===== config.mk =====
export PLATFORM = sky130hd
export DESIGN_NAME = stbs_ctrl
export DESIGN_NICKNAME = d
export VERILOG_FILES = /design/src/rtl/stbs_pkg.sv /design/src/rtl/stbs_ctrl.sv
export SDC_FILE = /design/constraint.sdc
export NUM_CORES = 1
export LEC_CHECK = 0
export ABC_AREA = 1
export BUFFER_PORTS_ARGS = -buffer_cell sky130_fd_sc_hd__buf_4
export CORE_MARGIN = 2
export CORE_UTILIZATION = 55
export CTS_CLUSTER_DIAMETER = 60
export DETAILED_ROUTE_END_ITERATION = 6
export HOLD_SLACK_MARGIN = 0.03
export MAX_ROUTING_LAYER = met4
export PLACE_DENSITY = 0.83
export SLEW_MARGIN = 0
export SYNTH_ARGS = -nofsm -noshare
export SYNTH_HDL_FRONTEND = slang
export SYNTH_SLANG_ARGS = --single-unit

===== constraint.sdc =====
create_clock -name clk_i -period 16.2 [get_ports clk_i]
set_input_delay 2.43 -clock clk_i [delete_from_list [all_inputs] [get_ports clk_i]]
set_output_delay 2.43 -clock clk_i [all_outputs]
set_load 0.02 [all_outputs]

===== src/rtl/stbs_pkg.sv =====
`timescale 1ns / 1ps
`default_nettype none

package stbs_pkg;

  localparam int unsigned CMD_W   = 3;
  localparam int unsigned VALUE_W = 32;
  localparam int unsigned POS_W   = 10;

  typedef enum logic [CMD_W-1:0] {
    CMD_APPEND       = 3'd0,
    CMD_SEARCH_ANY   = 3'd1,
    CMD_SEARCH_FIRST = 3'd2,
    CMD_SEARCH_LAST  = 3'd3,
    CMD_CLEAR        = 3'd4
  } cmd_e;

  // packed so that found sits in bit 0
  typedef struct packed {
    logic refused;
    logic found;
  } res_flags_t;

endpackage

`default_nettype wire


===== src/rtl/stbs_ctrl.sv =====
`timescale 1ns / 1ps
`default_nettype none

module stbs_ctrl #(
  parameter int unsigned DEPTH       = 1024,
  parameter int unsigned ENTRY_WIDTH = 32,
  localparam int unsigned IDX_W      = $clog2(DEPTH),
  localparam int unsigned CNT_W      = $clog2(DEPTH + 1)
) (
  input  wire logic                          clk_i,
  input  wire logic                          rst_ni,
  input  wire logic                          in_valid_i,
  output logic                               in_ready_o,
  input  wire logic [stbs_pkg::CMD_W-1:0]    in_cmd_i,
  input  wire logic [ENTRY_WIDTH-1:0]        in_key_i,
  output logic                               res_valid_o,
  input  wire logic                          res_ready_i,
  output stbs_pkg::res_flags_t               res_flags_o,
  output logic      [IDX_W-1:0]              res_pos_o,
  output logic                               ram_we_o,
  output logic      [IDX_W-1:0]              ram_waddr_o,
  output logic      [ENTRY_WIDTH-1:0]        ram_wdata_o,
  output logic                               ram_re_o,
  output logic      [IDX_W-1:0]              ram_raddr_o,
  input  wire logic [ENTRY_WIDTH-1:0]        ram_rdata_i
);

  typedef enum logic [2:0] {
    ST_IDLE  = 3'b001,
    ST_PROBE = 3'b010,
    ST_RESP  = 3'b100
  } state_e;

  state_e               state_q, state_d;
  logic [CNT_W-1:0]     count_q, count_d;
  logic [CNT_W-1:0]     lo_q, lo_d, hi_q, hi_d;
  logic [IDX_W-1:0]     mid_q, mid_d;
  logic [ENTRY_WIDTH-1:0] key_q, key_d;
  stbs_pkg::cmd_e       mode_q, mode_d;
  logic                 hit_q, hit_d;
  logic [IDX_W-1:0]     hitpos_q, hitpos_d;
  stbs_pkg::res_flags_t flags_q, flags_d;
  logic [IDX_W-1:0]     pos_q, pos_d;

  logic [CNT_W-1:0]     lo_n, hi_n, mid_ext, mid_inc, next_mid, half_cnt;
  logic                 eq, lt, any_hit;

  assign in_ready_o  = (state_q == ST_IDLE);
  assign res_valid_o = (state_q == ST_RESP);
  assign res_flags_o = flags_q;
  assign res_pos_o   = pos_q;

  assign ram_waddr_o = count_q[IDX_W-1:0];
  assign ram_wdata_o = in_key_i;

  assign eq       = (ram_rdata_i == key_q);
  assign lt       = ($signed(ram_rdata_i) < $signed(key_q));
  assign mid_ext  = CNT_W'(mid_q);
  assign mid_inc  = mid_ext + CNT_W'(1);
  assign half_cnt = count_q >> 1;
  assign next_mid = lo_n + ((hi_n - lo_n) >> 1);

  always_comb begin
    state_d  = state_q;
    count_d  = count_q;
    lo_d     = lo_q;
    hi_d     = hi_q;
    mid_d    = mid_q;
    key_d    = key_q;
    mode_d   = mode_q;
    hit_d    = hit_q;
    hitpos_d = hitpos_q;
    flags_d  = flags_q;
    pos_d    = pos_q;
    lo_n     = lo_q;
    hi_n     = hi_q;
    any_hit  = 1'b0;
    ram_we_o = 1'b0;
    ram_re_o = 1'b0;
    ram_raddr_o = mid_q;

    case (state_q)
      ST_IDLE: begin
        if (in_valid_i) begin
          key_d   = in_key_i;
          mode_d  = stbs_pkg::cmd_e'(in_cmd_i);
          flags_d = '0;
          pos_d   = '0;
          hit_d   = 1'b0;
          state_d = ST_RESP;
          case (stbs_pkg::cmd_e'(in_cmd_i))
            stbs_pkg::CMD_APPEND: begin
              if (count_q >= CNT_W'(DEPTH)) begin
                flags_d.refused = 1'b1;
              end else begin
                // write the raw key straight from the input item
                ram_we_o = 1'b1;
                pos_d    = count_q[IDX_W-1:0];
                count_d  = count_q + CNT_W'(1);
              end
            end
            stbs_pkg::CMD_SEARCH_ANY,
            stbs_pkg::CMD_SEARCH_FIRST,
            stbs_pkg::CMD_SEARCH_LAST: begin
              lo_d = '0;
              hi_d = count_q;
              if (count_q != '0) begin
                mid_d       = half_cnt[IDX_W-1:0];
                ram_re_o    = 1'b1;
                ram_raddr_o = half_cnt[IDX_W-1:0];
                state_d     = ST_PROBE;
              end
            end
            stbs_pkg::CMD_CLEAR: begin
              count_d = '0;
            end
            default: begin
            end
          endcase
        end
      end

      ST_PROBE: begin
        // read data belongs to mid_q; narrow the range and issue the next probe, or finish on a hit or an empty range
        case (mode_q)
          stbs_pkg::CMD_SEARCH_ANY: begin
            if (eq) begin
              any_hit = 1'b1;
            end else if (lt) begin
              lo_n = mid_inc;
            end else begin
              hi_n = mid_ext;
            end
          end
          stbs_pkg::CMD_SEARCH_FIRST: begin
            if (lt) begin
              lo_n = mid_inc;
            end else begin
              hi_n     = mid_ext;
              hit_d    = eq;
              hitpos_d = mid_q;
            end
          end
          stbs_pkg::CMD_SEARCH_LAST: begin
            if (lt || eq) begin
              lo_n     = mid_inc;
              hit_d    = eq;
              hitpos_d = mid_q;
            end else begin
              hi_n = mid_ext;
            end
          end
          default: begin
          end
        endcase

        if (any_hit) begin
          flags_d.found = 1'b1;
          pos_d         = mid_q;
          state_d       = ST_RESP;
        end else if (lo_n < hi_n) begin
          lo_d        = lo_n;
          hi_d        = hi_n;
          mid_d       = next_mid[IDX_W-1:0];
          ram_re_o    = 1'b1;
          ram_raddr_o = next_mid[IDX_W-1:0];
        end else begin
          // bound entry was probed on the last move of that bound
          flags_d.found = hit_d;
          pos_d         = hit_d ? hitpos_d : '0;
          state_d       = ST_RESP;
        end
      end

      ST_RESP: begin
        if (res_ready_i) begin
          state_d = ST_IDLE;
        end
      end

      default: begin
        state_d = ST_IDLE;
      end
    endcase
  end

  always_ff @(posedge clk_i or negedge rst_ni) begin
    if (!rst_ni) begin
      state_q <= ST_IDLE;
      count_q <= '0;
    end else begin
      state_q <= state_d;
      count_q <= count_d;
    end
  end

  always_ff @(posedge clk_i) begin
    lo_q     <= lo_d;
    hi_q     <= hi_d;
    mid_q    <= mid_d;
    key_q    <= key_d;
    mode_q   <= mode_d;
    hit_q    <= hit_d;
    hitpos_q <= hitpos_d;
    flags_q  <= flags_d;
    pos_q    <= pos_d;
  end

endmodule

`default_nettype wire


# [Yosys cells after proc, flatten, opt, wreduce, memory -nomap -nowiden]
# Cells that the tools add are included.
[totals] ff_bits=104 latchBits=0 mem_bits_rw=0 rom_bits=0 input_bits=71 out_inout_bits=68 wordCells=120 memories=0
[classes] add_sub_neg=4 mul=0 div=0 n_lt_le_gt_ge=3 eq_ne=18 n_shift=0 muxes=71 bitwise_logic=0 n_reduce_logical=12
[op_table] operator="$mux W11" count=19
[op_table] operator="$mux W10" count=13
[op_table] operator="$pmux W11 S2" count=3
[op_table] operator="$pmux W11 S3" count=2
[op_table] operator="$pmux W10 S2" count=3
[op_table] operator="$eq A32 B32 Y1" count=1
[op_table] operator="$lt A32 B32 Y1" count=1
[op_table] operator="$mux W1" count=20
[op_table] operator="$mux W3" count=6
[op_table] operator="$eq A3 B2 Y1 const B" count=5
[op_table] operator="$add A10 B1 Y11 const B" count=1
[op_table] operator="$add A11 B1 Y11 const B" count=1
[op_table] operator="$ge A11 B11 Y1 const B" count=1
[op_table] operator="$lt A11 B11 Y1" count=1
[op_table] operator="$reduce_bool A11 Y1" count=1
[op_table] operator="$sub A11 B11 Y11" count=1
[op_table] operator="$add A10 B10 Y10" count=1
[op_table] operator="$eq A3 B1 Y1 const B" count=3
[op_table] operator="$pmux W3 S3" count=1
[op_table] operator="$ne A2 B2 Y1 const B" count=4
[op_table] operator="$pmux W1 S2" count=4
[op_table] operator="$eq A3 B3 Y1 const B" count=2
[op_table] operator="$reduce_and A3 Y1" count=2
[op_table] operator="$reduce_and A5 Y1" count=1
[op_table] operator="other kinds (8)" count=11

# [Depth between registers and ports, before layout]
# Gate-level depths: netlist of the first run.
[logic_depth] word_depth=11 depth_mapped=41

# [Worst setup path before layout of the first run]
# OpenSTA, ideal clock, no wires.
[synth_path] kind="input to output" from="input ram_rdata_i[31]" to="output ram_raddr_o[8]" arrival_ns=6.822 t_required_ns=13.770 path_slack_ns=6.948 stages=31 n_path_buf=2 path_cell_list="ha_1 -> nand2_1 -> nor2_2 -> nand2_2 -> nor3b_2 -> nand2_2 -> nand3_1 -> nand3_2 -> buf_4 -> clkbuf_1 -> o21ai_0 -> nand3_1 -> o21ai_0 -> or2_2 -> o21ai_0 -> fa_1 -> nand2_1 -> inv_1 -> nand3_2 -> nand2_2 -> nand3_1 -> nand2_1 -> xor2_1 -> ha_1 -> a21oi_1 -> o21bai_1 -> a21oi_1 -> nand2_1 -> nand2_1 -> nand3_1 -> a21oi_1"
[synth_via] elab_chain_len=11 word_cells_on_any_way=24 classes_between="add/sub (2); order compare (2); eq/ne (1); mux (18); reduce/logical (1)"
[synth_rtl] item="start, declared" line="stbs_ctrl.sv:25" rtl="input wire logic [ENTRY_WIDTH-1:0] ram_rdata_i"
[synth_rtl] item="$lt A32 B32 Y1 / $eq A32 B32 Y1 (equally long branches)" line="stbs_ctrl.sv:57, stbs_ctrl.sv:56"
[synth_rtl] item="$mux W11 / $logic_or A1 B1 Y1 (equally long branches)" line="stbs_ctrl.sv:129, stbs_ctrl.sv:136, stbs_ctrl.sv:145"
[synth_rtl] item="$mux W11, on equally long branches" line="stbs_ctrl.sv:127, stbs_ctrl.sv:145"
[synth_rtl] item="$pmux W11 S3" line="stbs_ctrl.sv:125" rtl="case (mode_q)"
[synth_rtl] item="$mux W11 (2 in series)" line="stbs_ctrl.sv:82" rtl="case (state_q)"
[synth_rtl] item="$sub A11 B11 Y11" line="stbs_ctrl.sv:61" rtl="assign next_mid = lo_n + ((hi_n - lo_n) >> 1);"
[synth_rtl] item="$add A10 B10 Y10" line="stbs_ctrl.sv:61"
[synth_rtl] item="$mux W10" line="stbs_ctrl.sv:161" rtl="end else if (lo_n < hi_n) begin"
[synth_rtl] item="$mux W10 *" line="stbs_ctrl.sv:157" rtl="if (any_hit) begin"
[synth_rtl] item="$pmux W10 S2 *"
[synth_rtl] item="end, declared" line="stbs_ctrl.sv:24" rtl="output logic [IDX_W-1:0] ram_raddr_o,"
# Every way passes the cells marked *; elsewhere a longest branch is shown, timed or not. The select of a mux whose other input is x is not followed.

# [Worst setup path after layout of the first run]
# Same ends and word-level chain as after synthesis.

==> metrics.txt, run 1 <==
required arrival time at the worst endpoint=13770 ps; GR Layer Usage met1=39.58%; Post-DRT Antenna Nets=0; endpoints failing hold=0; Setup Viol. Count Final=0; post-synthesis cell count=a little over 1000; Crit Path Category=in2out; I/O pins=between 100 and 150; first-pass GRT wire length=35960 um; hold buffer count at CTS=0; count of antenna diodes in the layout=0; commonest non-fill, non-tap cells in the layout=nand2_1, inv_1, buf_4; number of cell rows=43; Detailed Route Iter0 Violations=658; post-detailed-routing wire length=22400 um; slowest cell on the critical path=nand2_1; routed wire length per instance=about 17 um; count of flip-flops with a built-in enable after synthesis=80; most frequent standard cell in the layout excluding fill and tap cells=nand2_1; Post-CTS Setup Bufs=0; category of the worst setup path launch point=input pin; worst path arrival time=8120 ps; smallest setup slack after layout=5652 ps; total of max-cap violations=0; largest net degree at the start of global routing=53; async set or reset register ratio after synthesis=a little over an eighth; portion of the post-synthesis area used by sequential elements=a little under two fifths; dominant synthesized flop cell=edfxtp_1; worst-case clock skew=12.45 ps; mean number of vias per cell=5.768; Slew Limit Fails=0; sum of net half-perimeters after detailed placement=approximately 17000 um; leakage power of the design=4.372 nW; CTS H-tree depth=3; CTS-repair resized insts=0; unrepaired setup endpoints after global routing=no; yosys synthesis warning count=0; grt ovf=0; clock tree sinks=104; Synth Cell Area=0.007909 mm2; root buffer selected by CTS=clkbuf_16; average footprint of a synthesized cell=7.754 um2; setup total negative slack=0 ps; transition at the pin with the smallest max-transition slack=~1100 ps; Die Width=123.9 um; antenna violations before repair=0; Worst slew margin=24.61%; number of CTS-inserted buffers=9; biggest fanout along the worst timing path=23; count of non-filler cells in the finished layout=1290; register area=between 0.002 and 0.003 mm2; top achievable clock speed=between 0.09 and 0.1 GHz; met2 track demand over resource=approximately half; worst-skew pair later-pin latency=370 ps; global-route met3 utilization=under 10%; placer congestion estimate=0.9815; syn_nets=between 1000 and 1500; drc violations=0; fraction of final layout cells with drive strength greater than 1=18.92%; initial standard-cell utilization of the core=56.54%; y dimension of the die=123.9 um; area taken by multi-input logic gates=between 0.003 and 0.004 mm2; worst min-delay path category=reg2reg; busiest grt layer=met2; Critical Path End Type=output pin; die area=0.01535 mm2; P per Cell Area=166.1 mW/mm2; count of distinct cell types in the synthesized netlist=54; TritonCTS clock tree=done; synthesized flop and latch total=104; VDD IR max=0.0001497 V; vias after detailed routing=7441; final worst-path cycle share=65.11%; total power=1.515 mW; stage delay of the slowest cell on the critical path=530 ps; count of filler cells inserted in the layout=1210; final-stage net count=1240; Setup Slack @ Placement=5786 ps; drt first pass iters=7; Clock transition at path regs=around 80 ps; Longest Clk Path Bufs=2; area added between synthesis and finish=15.31%; Port Buf Inserts=138; core box area=about 0.014 mm2; minimum clock period=10550 ps; placed insts=1274; vias in the first global route=7121; cell occurring most often along the worst timing path=nand2_1; combined global-route utilization of all metal layers=31.58%; status=finished clean
-- cell usage after synthesis, types with 2 or more instances --
library cell  instances  area (um2)
buf_4                45       337.8
o211ai_1              2       15.01
xnor2_1               2       17.52
edfxtp_1             80        2402
inv_1               147       551.8
a22oi_1               2       15.01
o22ai_1              14       87.58
dfxtp_1              10       200.2
clkbuf_1             21       78.83
a211oi_1              3       22.52
fa_1                  2       40.04
nand2_1             213       799.5
nor2_1               60       225.2
o21a_1                3       22.52
nor3b_1               3       22.52
o21bai_1              2       15.01
nand3_2               9       90.09
nand4_1               7       43.79
dfrtp_1              13       325.3
nand3b_1              5       37.54
a21oi_1              56       280.3
nor2_2                2       12.51
nand2_2              12       75.07
nor3_1               14       70.07
ha_1                 62       775.7
o221ai_1              2       17.52
or2_2                 8       50.05
xor2_1                7       61.31
a21oi_2               2       17.52
inv_2                 7       26.28
o32ai_1               3       26.28
o2111ai_1            10       87.58
nor2_4                2       22.52
o21ai_1              10       50.05
o21ai_0              93       465.5
nor4_1                2       12.51
o21ai_2               3       26.28
nand3_1              66       330.3
-- cells by family after synthesis --
logic type / synth area share [%]
AO/OA/AOI/OAI: 15.20
XOR/XNOR: 1.202
adder cells (fa/ha/maj): 10.31
buffers and inverters: 12.74
flip-flops: 37.35
AND/OR/NAND/NOR: 23.19
-- report_power, final --
part | internal, mW | switching [mW] | leakage, nW
logic | 0.287 | 0.552 | 3.20
registers | 0.370 | 0.0628 | 1.01
clock network | 0.127 | 0.116 | 0.161
total | 0.784 | 0.731 | 4.37
-- worst max-delay path, delay by kind of cell --
kind	cells	cell delay (ps)
buffers and inverters	3	350
adders and majority gates	3	1210
and+or+nand+nor	14	1960
AOI/OAI and AO/OA	9	1980
xor gates and xnor gates	1	160
-- final timing paths --
| path | startpoint | slack, ps | cells after the start | end |
|---|---|---|---|---|
| max | ram_rdata_i[31] | 5650 | 30 | ram_raddr_o[8] |
| min | count_q[0] | 570 | 1 | count_q[0] |
| max reg2reg | key_q[31] | 10000 | 21 | lo_q[3] |
| min reg2reg | count_q[0] | 570 | 1 | count_q[0] |
| max in group asynchronous | rst_ni | 14070 | 1 | state_q[0] |
| min in group asynchronous | rst_ni | 1890 | 1 | state_q[1] |
-- stage by stage --
| stage | hold WS (ps) | area, um2 | util (%) |
|---|---|---|---|
| final | 570.0 | 9120 | 65.20 |
| after global routing | 605.6 | 9120 | 65.20 |
| after CTS | 568.0 | 9120 | 65.20 |
| after detailed placement | 555.6 | 8787 | 62.82 |
| after global placement | 552.1 | 8787 | 62.82 |
| after floorplan | 505.8 | 7909 | - |
-- state kept, by name, summed over array words and instances, names as in the netlist --
signal	cells
state_q	3
mode_q	3
hit_q	1
count_q	11
hitpos_q	10
hi_q	11
res_pos_o	10
lo_q	11
res_flags_o	2
mid_q	10
key_q	32
-- per-layer routing --
layer / vias to the layer above / routed length (um)
li1: 3579 / -
met1: 3368 / 8844
met2: 407 / 10360
met3: 87 / 2197
met4: 0 / 997
met5: - / 0
-- cell type report --
cell class | count | area share [%]
multi-input combinational | 693 | 43.42
sequential | 104 | 32.39
timing repair buffer | 142 | 11.69
inverter | 155 | 6.379
clock buffer | 9 | 2.469
tap | 180 | 2.469
clock inverter | 7 | 1.180
Note: power is estimated with default switching activity, not from simulation.
==> inputs of run 2 (changes only) <==
ABC_AREA = 0   (was 1)
clock period = 10.25 ns   (was 16.2 ns; I/O delays follow)
==> run 2 against run 1 <==
  * Clock power rose by 33%
  * Combinational power rose by 5.7%
  * Total power rose by 22%
  * Worst setup slack got worse by 4700 ps
  * First-iteration DRC count fell by 20%
  * Routed wire length fell by 15%
  * Sequential power rose by 48%
==> metrics.txt, run 2 <==
number of CTS-inserted buffers=9 (unchanged); initial standard-cell utilization of the core=55.98% (-0.56 points); vias in the first global route=6057 (-15%); count of antenna diodes in the layout=0 (unchanged); endpoints failing hold=0 (unchanged); worst-skew pair later-pin latency=360 ps (about the same); root buffer selected by CTS=clkbuf_16; fraction of final layout cells with drive strength greater than 1=24.88% (+6.0 points); yosys synthesis warning count=0 (unchanged); TritonCTS clock tree=done; cell type with the highest aggregate area in the netlist=edfxtp_1; worst min-delay path category=reg2reg; required arrival time at the worst endpoint=8710 ps (-5060 ps); hold buffer count at CTS=0 (unchanged); Util after Layout=64.71% (-0.48 points); routed wire length per instance=19.06 um (+9.8%); Setup Viol. Count Final=0 (unchanged); Worst slew margin=27.93% (+3.3 points); dominant synthesized flop cell=edfxtp_1; y dimension of the die=119.9 um (-3.3%); CTS-repair resized insts=0 (unchanged); top area cells in the synthesized netlist=edfxtp_1, ha_1, dfrtp_1; drt first pass iters=5 (-2); share of the synthesized area in the top cell type=32.54% (+2.2 points); I/O pins=139 (unchanged); clock tree sinks=104 (unchanged); smallest setup slack after layout=979.8 ps (-4673 ps); count of filler cells inserted in the layout=1070 (-12%); register area=0.002954 mm2 (unchanged); Clock transition at path regs=60 ps (-20 ps); async set or reset register ratio after synthesis=13.46% (unchanged); cell area reported after detailed placement=0.008268 mm2 (-5.9%); Slew Limit Fails=0 (unchanged); antenna violations before repair=0 (unchanged); first-pass GRT wire length=29870 um (-17%); Critical Path End Type=output pin; number of cell rows=42 (-2.3%); mean number of vias per cell=6.008 (+4.2%); category of the worst setup path launch point=input pin; Die Width=119.9 um (-3.3%); Setup Slack @ Placement=1110 ps (-4676 ps); Longest Clk Path Bufs=2 (unchanged); transition at the pin with the smallest max-transition slack=1081 ps (-49.77 ps); worst hold slack after final layout=560.4 ps (-9.527 ps); sum of net half-perimeters after detailed placement=14690 um (-15%); unrepaired setup endpoints after global routing=no; max FFs per register=32 (unchanged); setup total negative slack=0 ps (unchanged); average footprint of a synthesized cell=10.18 um2 (+31%); FF-to-FF setup slack=3880 ps (-6120 ps); status=finished clean; area taken by multi-input logic gates=0.003787 mm2 (-4.4%); die area=0.01437 mm2 (-6.4%); count of distinct cell types in the synthesized netlist=83 (+54%); minimum clock period=9270 ps; area added between synthesis and finish=15.61%; Crit Path Category=in2out; CTS H-tree depth=3 (unchanged); area of all placed cells without fillers=0.008536 mm2 (-6.4%); leakage power of the design=3.769 nW (-14%); total of max-cap violations=0 (unchanged); synthesized flop and latch total=104 (unchanged); Critical Path Start=ram_rdata_i[31]; Post-DRT Antenna Nets=0 (unchanged); Port Buf Inserts=138 (unchanged); Detailed Route Iter0 Violations=529 (-20%); P per Cell Area=217.1 mW/mm2 (+31%); VDD IR max=0.0001581 V (+5.6%); drc violations=0 (unchanged); most frequent standard cell in the layout excluding fill and tap cells=buf_4; Post-CTS Setup Bufs=0 (unchanged); final-stage net count=950 (-23%); reg2reg path depth=25 (+19%); Reg-to-Reg Start=key_q[25]; Synth Cell Area=0.007383 mm2 (-6.6%); most common cell in the synthesized netlist=edfxtp_1; register bank with the most flops=key_q; cell types with the highest counts after synthesis=edfxtp_1, ha_1, inv_1, nand2_1, buf_4; syn_nets=860 (-26%); portion of the post-synthesis area used by sequential elements=40.01% (+2.7 points); biggest fanout along the worst timing path=10 (-57%); largest net degree at the start of global routing=38 (-28%); post-synthesis cell count=725 (-29%); post-detailed-routing wire length=18980 um (-15%); count of flip-flops with a built-in enable after synthesis=80 (unchanged); combined global-route utilization of all metal layers=27.29% (-4.3 points); destination of the worst register-to-register timing path=mid_q[9]; termination of the worst setup path=ram_raddr_o[9]; vias after detailed routing=5984 (-20%); worst-case clock skew=11.09 ps (-1.361 ps); placer congestion estimate=0.9673 (-1.4%); core box area=0.01319 mm2 (-5.7%); worst path arrival time=7730 ps (-390 ps); grt ovf=0 (unchanged); final worst-path cycle share=between 90% and 100%; top achievable clock speed=~0.11 GHz; commonest non-fill, non-tap cells in the layout=buf_4, edfxtp_1, ha_1
[run 2: cell count changes after synthesis, moves of 18 or more]
cell     delta
nand2_1   -162
inv_1      -86
o21ai_0    -63
nand3_1    -50
nor2_1     -24
a21oi_1    -18
[run 2: metal layers]
metal	share of wire [%]	up-vias	wire length (um)	track usage, %
met5	0	-	0	-
met4	2.6	0	503	11.40
met3	7.1	43	1342	3.470
met2	51	276	9612	47.14
met1	40	2869	7525	32.29
li1	-	2796	-	-
[run 2: final cells by class]
type	instances	area share [%]
Multi-Input combinational cell	495	44.37
Sequential cell	104	34.61
Timing Repair Buffer	143	12.58
Clock buffer	13	2.932
Inverter	62	2.726
Tap cell	176	2.580
Clock inverter	3	0.2052
[run 2: where the power goes]
part           switching (mW)  total, mW  internal [mW]
logic                   0.517      0.887          0.370
registers              0.0801      0.641          0.561
clock network           0.152      0.324          0.172
[run 2: through the flow]
step / instances / power [mW]
4_1_cts: 996 / 1.845
2_1_floorplan: 725 / 1.275
3_5_place_dp: 980 / 1.523
5_1_grt: 996 / 1.964
6_report: 996 / 1.853
3_3_place_gp: 980 / 1.477
[run 2: worst min path at each step]
stage | start | to | slack, ps | depth (start not counted)
2_1_floorplan | hitpos_q[4] | hitpos_q[4] | 520 | 2
3_3_place_gp | hitpos_q[5] | hitpos_q[5] | 540 | 2
3_5_place_dp | hitpos_q[5] | hitpos_q[5] | 540 | 2
4_1_cts | hitpos_q[5] | hitpos_q[5] | 560 | 2
5_1_grt | hitpos_q[5] | hitpos_q[5] | 590 | 2
6_report | hitpos_q[4] | hitpos_q[4] | 560 | 2
[run 2: cell families (layout without fill, tap and decap cells)]
logic type,Yosys count,count (layout),synth area share (%)
AO/OA/AOI/OAI,181,181,18.64
XOR/XNOR,31,31,3.779
adder cells (fa/ha/maj),64,64,11.05
buffers and inverters,126,221,8.693
flip-flops,104,104,40.01
multiplexers,29,29,4.355
AND/OR/NAND/NOR,190,190,13.47
[run 2: critical path, stage by stage]
cell and delay [ps]:
buf_4 120, ha_1 410, nand4_4 190, nor3_1 80
a211oi_1 400, o21ai_1 250, a2bb2oi_4 310, and2_1 550
mux2i_1 300, nand2_1 100, o21a_1 140, ha_1 360
nand2_1 90, o31ai_2 360, xor2_1 210, ha_1 280
a21oi_1 360, nor3_1 110, o21ai_0 120, o31ai_1 130
a211o_2 360, a221oi_4 320, a21oi_2 110, a211o_1 300
nand3_1 100, buf_4 150
==> inputs of run 3 (changes only) <==
CELL_PAD_IN_SITES_DETAIL_PLACEMENT = 1   (was not set)
CELL_PAD_IN_SITES_GLOBAL_PLACEMENT = 1   (was not set)
CORE_UTILIZATION = 44   (was 55)
PLACE_DENSITY = 0.86   (was 0.83)
REMOVE_ABC_BUFFERS = 1   (was not set)
==> run 3 against run 2 <==
  * Clock skew decreased by 5.9 ps
  * Clock power rose by 12%
  * Count of clock-buffer cells in the layout down 2
  * Via count down 0.69%
  * Non-clock buffer count shrank 2
  * Register-to-register slack worse by 130 ps
  * Critical path depth down 1
  * Global-route usage shrank 1.8 points
  * Total power is 3.4% higher
  * Sequential share of layout area decreased by 0.29 points
  * Core utilization fell by 12 points
  * First-iteration DRC count is 33% lower
==> metrics.txt, run 3 (synthesis results as in run 2) <==
status=finished clean; y dimension of the die=133.5 um (+11%); Setup Viol. Count Final=0 (unchanged); largest net degree at the start of global routing=55 (+45%); mean number of vias per cell=5.725 (-4.7%); setup total negative slack=0 ps (unchanged); required arrival time at the worst endpoint=8710 ps (about the same); Clock transition at path regs=70 ps (about the same); CTS H-tree depth=3 (unchanged); area of all placed cells without fillers=0.008607 mm2 (+0.84%); number of CTS-inserted buffers=9 (unchanged); total power=1.916 mW (+3.4%); core box area=0.01647 mm2 (+25%); Detailed Route Iter0 Violations=352 (-33%); worst min-delay path category=reg2reg; vias in the first global route=6286 (+3.8%); I/O pins=139 (unchanged); leakage power of the design=3.761 nW (-0.23%); Port Buf Inserts=138 (unchanged); switching power of the nets=0.7883 mW (+5.1%); most frequent standard cell in the layout excluding fill and tap cells=buf_4; VDD IR max=0.0001256 V (-21%); count of filler cells inserted in the layout=1811 (+69%); combined global-route utilization of all metal layers=25.48% (-1.8 points); commonest non-fill, non-tap cells in the layout=buf_4, edfxtp_1, ha_1; final worst-path cycle share=90.86% (+0.42 points); vias after detailed routing=5943 (-0.69%); TritonCTS clock tree=done; Critical Path End Type=output pin; drt first pass iters=5 (unchanged); unrepaired setup endpoints after global routing=no; root buffer selected by CTS=clkbuf_16; Post-CTS Setup Bufs=0 (unchanged); max FFs per register=32 (unchanged); category of the worst setup path launch point=input pin; internal power summed over all cells=1.128 mW (+2.2%); switching power share of the total=41.14% (+0.68 points); initial standard-cell utilization of the core=44.84% (-11 points); area taken by multi-input logic gates=0.003787 mm2 (unchanged); biggest fanout along the worst timing path=10 (unchanged); register area=0.002954 mm2 (unchanged); worst hold slack after final layout=578.7 ps (+18.25 ps); Clock Power Share=18.9% (+1.4 points); placer congestion estimate=0.8888 (-8.1%); hold buffer count at CTS=0 (unchanged); post-detailed-routing wire length=21680 um (+14%); endpoints failing hold=0 (unchanged); count of antenna diodes in the layout=0 (unchanged); Die Width=133.5 um (+11%); Worst slew margin=23.53% (-4.4 points); Slew Limit Fails=0 (unchanged); area added between synthesis and finish=16.57%; sum of net half-perimeters after detailed placement=16530 um (+13%); worst-skew pair later-pin latency=370 ps (about the same); Post-DRT Antenna Nets=0 (unchanged); fraction of final layout cells with drive strength greater than 1=24.82% (-0.061 points); Longest Clk Path Bufs=2 (unchanged); Crit Path Category=in2out; transition at the pin with the smallest max-transition slack=1139 ps (+58.33 ps); count of non-filler cells in the finished layout=1038 (+4.2%); worst path arrival time=7780 ps (+50 ps); number of cell rows=47 (+12%); final-stage net count=948 (-0.21%); drc violations=0 (unchanged); P per Cell Area=222.6 mW/mm2 (+2.6%); routed wire length per instance=20.88 um (+9.6%); grt ovf=0 (unchanged); placed insts=1022 (+4.3%); total of max-cap violations=0 (unchanged); worst-case clock skew=5.227 ps (-5.867 ps); CTS-repair resized insts=0 (unchanged); top achievable clock speed=0.1074 GHz (-0.47%); logic gate share of total power=47.4% (-0.5 points); register share of total power=33.7% (-0.9 points); cell area reported after detailed placement=0.008308 mm2 (+0.48%); first-pass GRT wire length=34130 um (+14%); clock tree sinks=104 (unchanged); die area=0.01783 mm2 (+24%); antenna violations before repair=0 (unchanged); register bank with the most flops=key_q; minimum clock period=9314 ps (+43.44 ps)
## run 3: cell types whose count changed in the layout (fill, tap and decap cells not counted), sizes merged
cell / before / now
clkinvlp: 0 / 3
buf: 143 / 141
clkbuf: 13 / 11
inv: 64 / 62
bufinv: 0 / 1
## run 3: final cells by class
cell class                 instances  area share, %
clock buffer                      11          2.820
inverter                          62          2.704
tap                              220          3.198
timing repair buffer             141          12.30
clock inverter                     5         0.6542
multi-input combinational        495          44.00
sequential                       104          34.32
## run 3: metal layers
layer	vias to the layer above	track usage, %	part of all wire, %
li1	2777	-	-
met1	2932	30.56	43
met2	203	43.41	50
met3	31	3.767	5.0
met4	0	9.811	2.5
met5	-	-	0
## run 3: final timing paths
| check | from | end | slack (ps) | depth (start not counted) |
|---|---|---|---|---|
| min in group asynchronous | rst_ni | count_q[5] | 1010 | 1 |
| max in group asynchronous | rst_ni | state_q[0] | 9000 | 1 |
| max reg2reg | key_q[19] | lo_q[9] | 3750 | 21 |
| min | hitpos_q[9] | hitpos_q[9] | 580 | 1 |
| max | ram_rdata_i[31] | ram_raddr_o[9] | 940 | 25 |
| min reg2reg | hitpos_q[9] | hitpos_q[9] | 580 | 1 |
## run 3: through the flow
stage	setup WS, ps	util [%]
finish	936.4	52.27
global route	436.2	52.27
CTS	992.0	52.27
detailed placement	1024	50.46
global placement	1294	50.46
floorplan	1897	-
## run 3: power by group through the flow
stage	Combinational, mW	Sequential (mW)	Clock (mW)
2_1_floorplan	0.602	0.638	0
3_3_place_gp	0.863	0.645	0
3_5_place_dp	0.897	0.649	0
4_1_cts	0.908	0.642	0.371
5_1_grt	0.994	0.655	0.381
6_report	0.908	0.645	0.363
## run 3: critical path: stages
cell and delay [ps]:
buf_4 110, ha_1 400, nand4_4 180, nor3_1 70, a211oi_1 400, o21ai_1 260
a2bb2oi_4 340, and2_1 630, mux2i_1 320, nand2_1 100, o21a_1 140, ha_1 210
a21oi_1 320, nor2b_1 180, o21a_1 210, nor4b_2 360, o21ai_0 210, xor2_1 180
ha_1 330, or2_2 320, a211oi_1 310, a21oi_2 60, a211o_1 300, nand3_1 110
buf_4 150
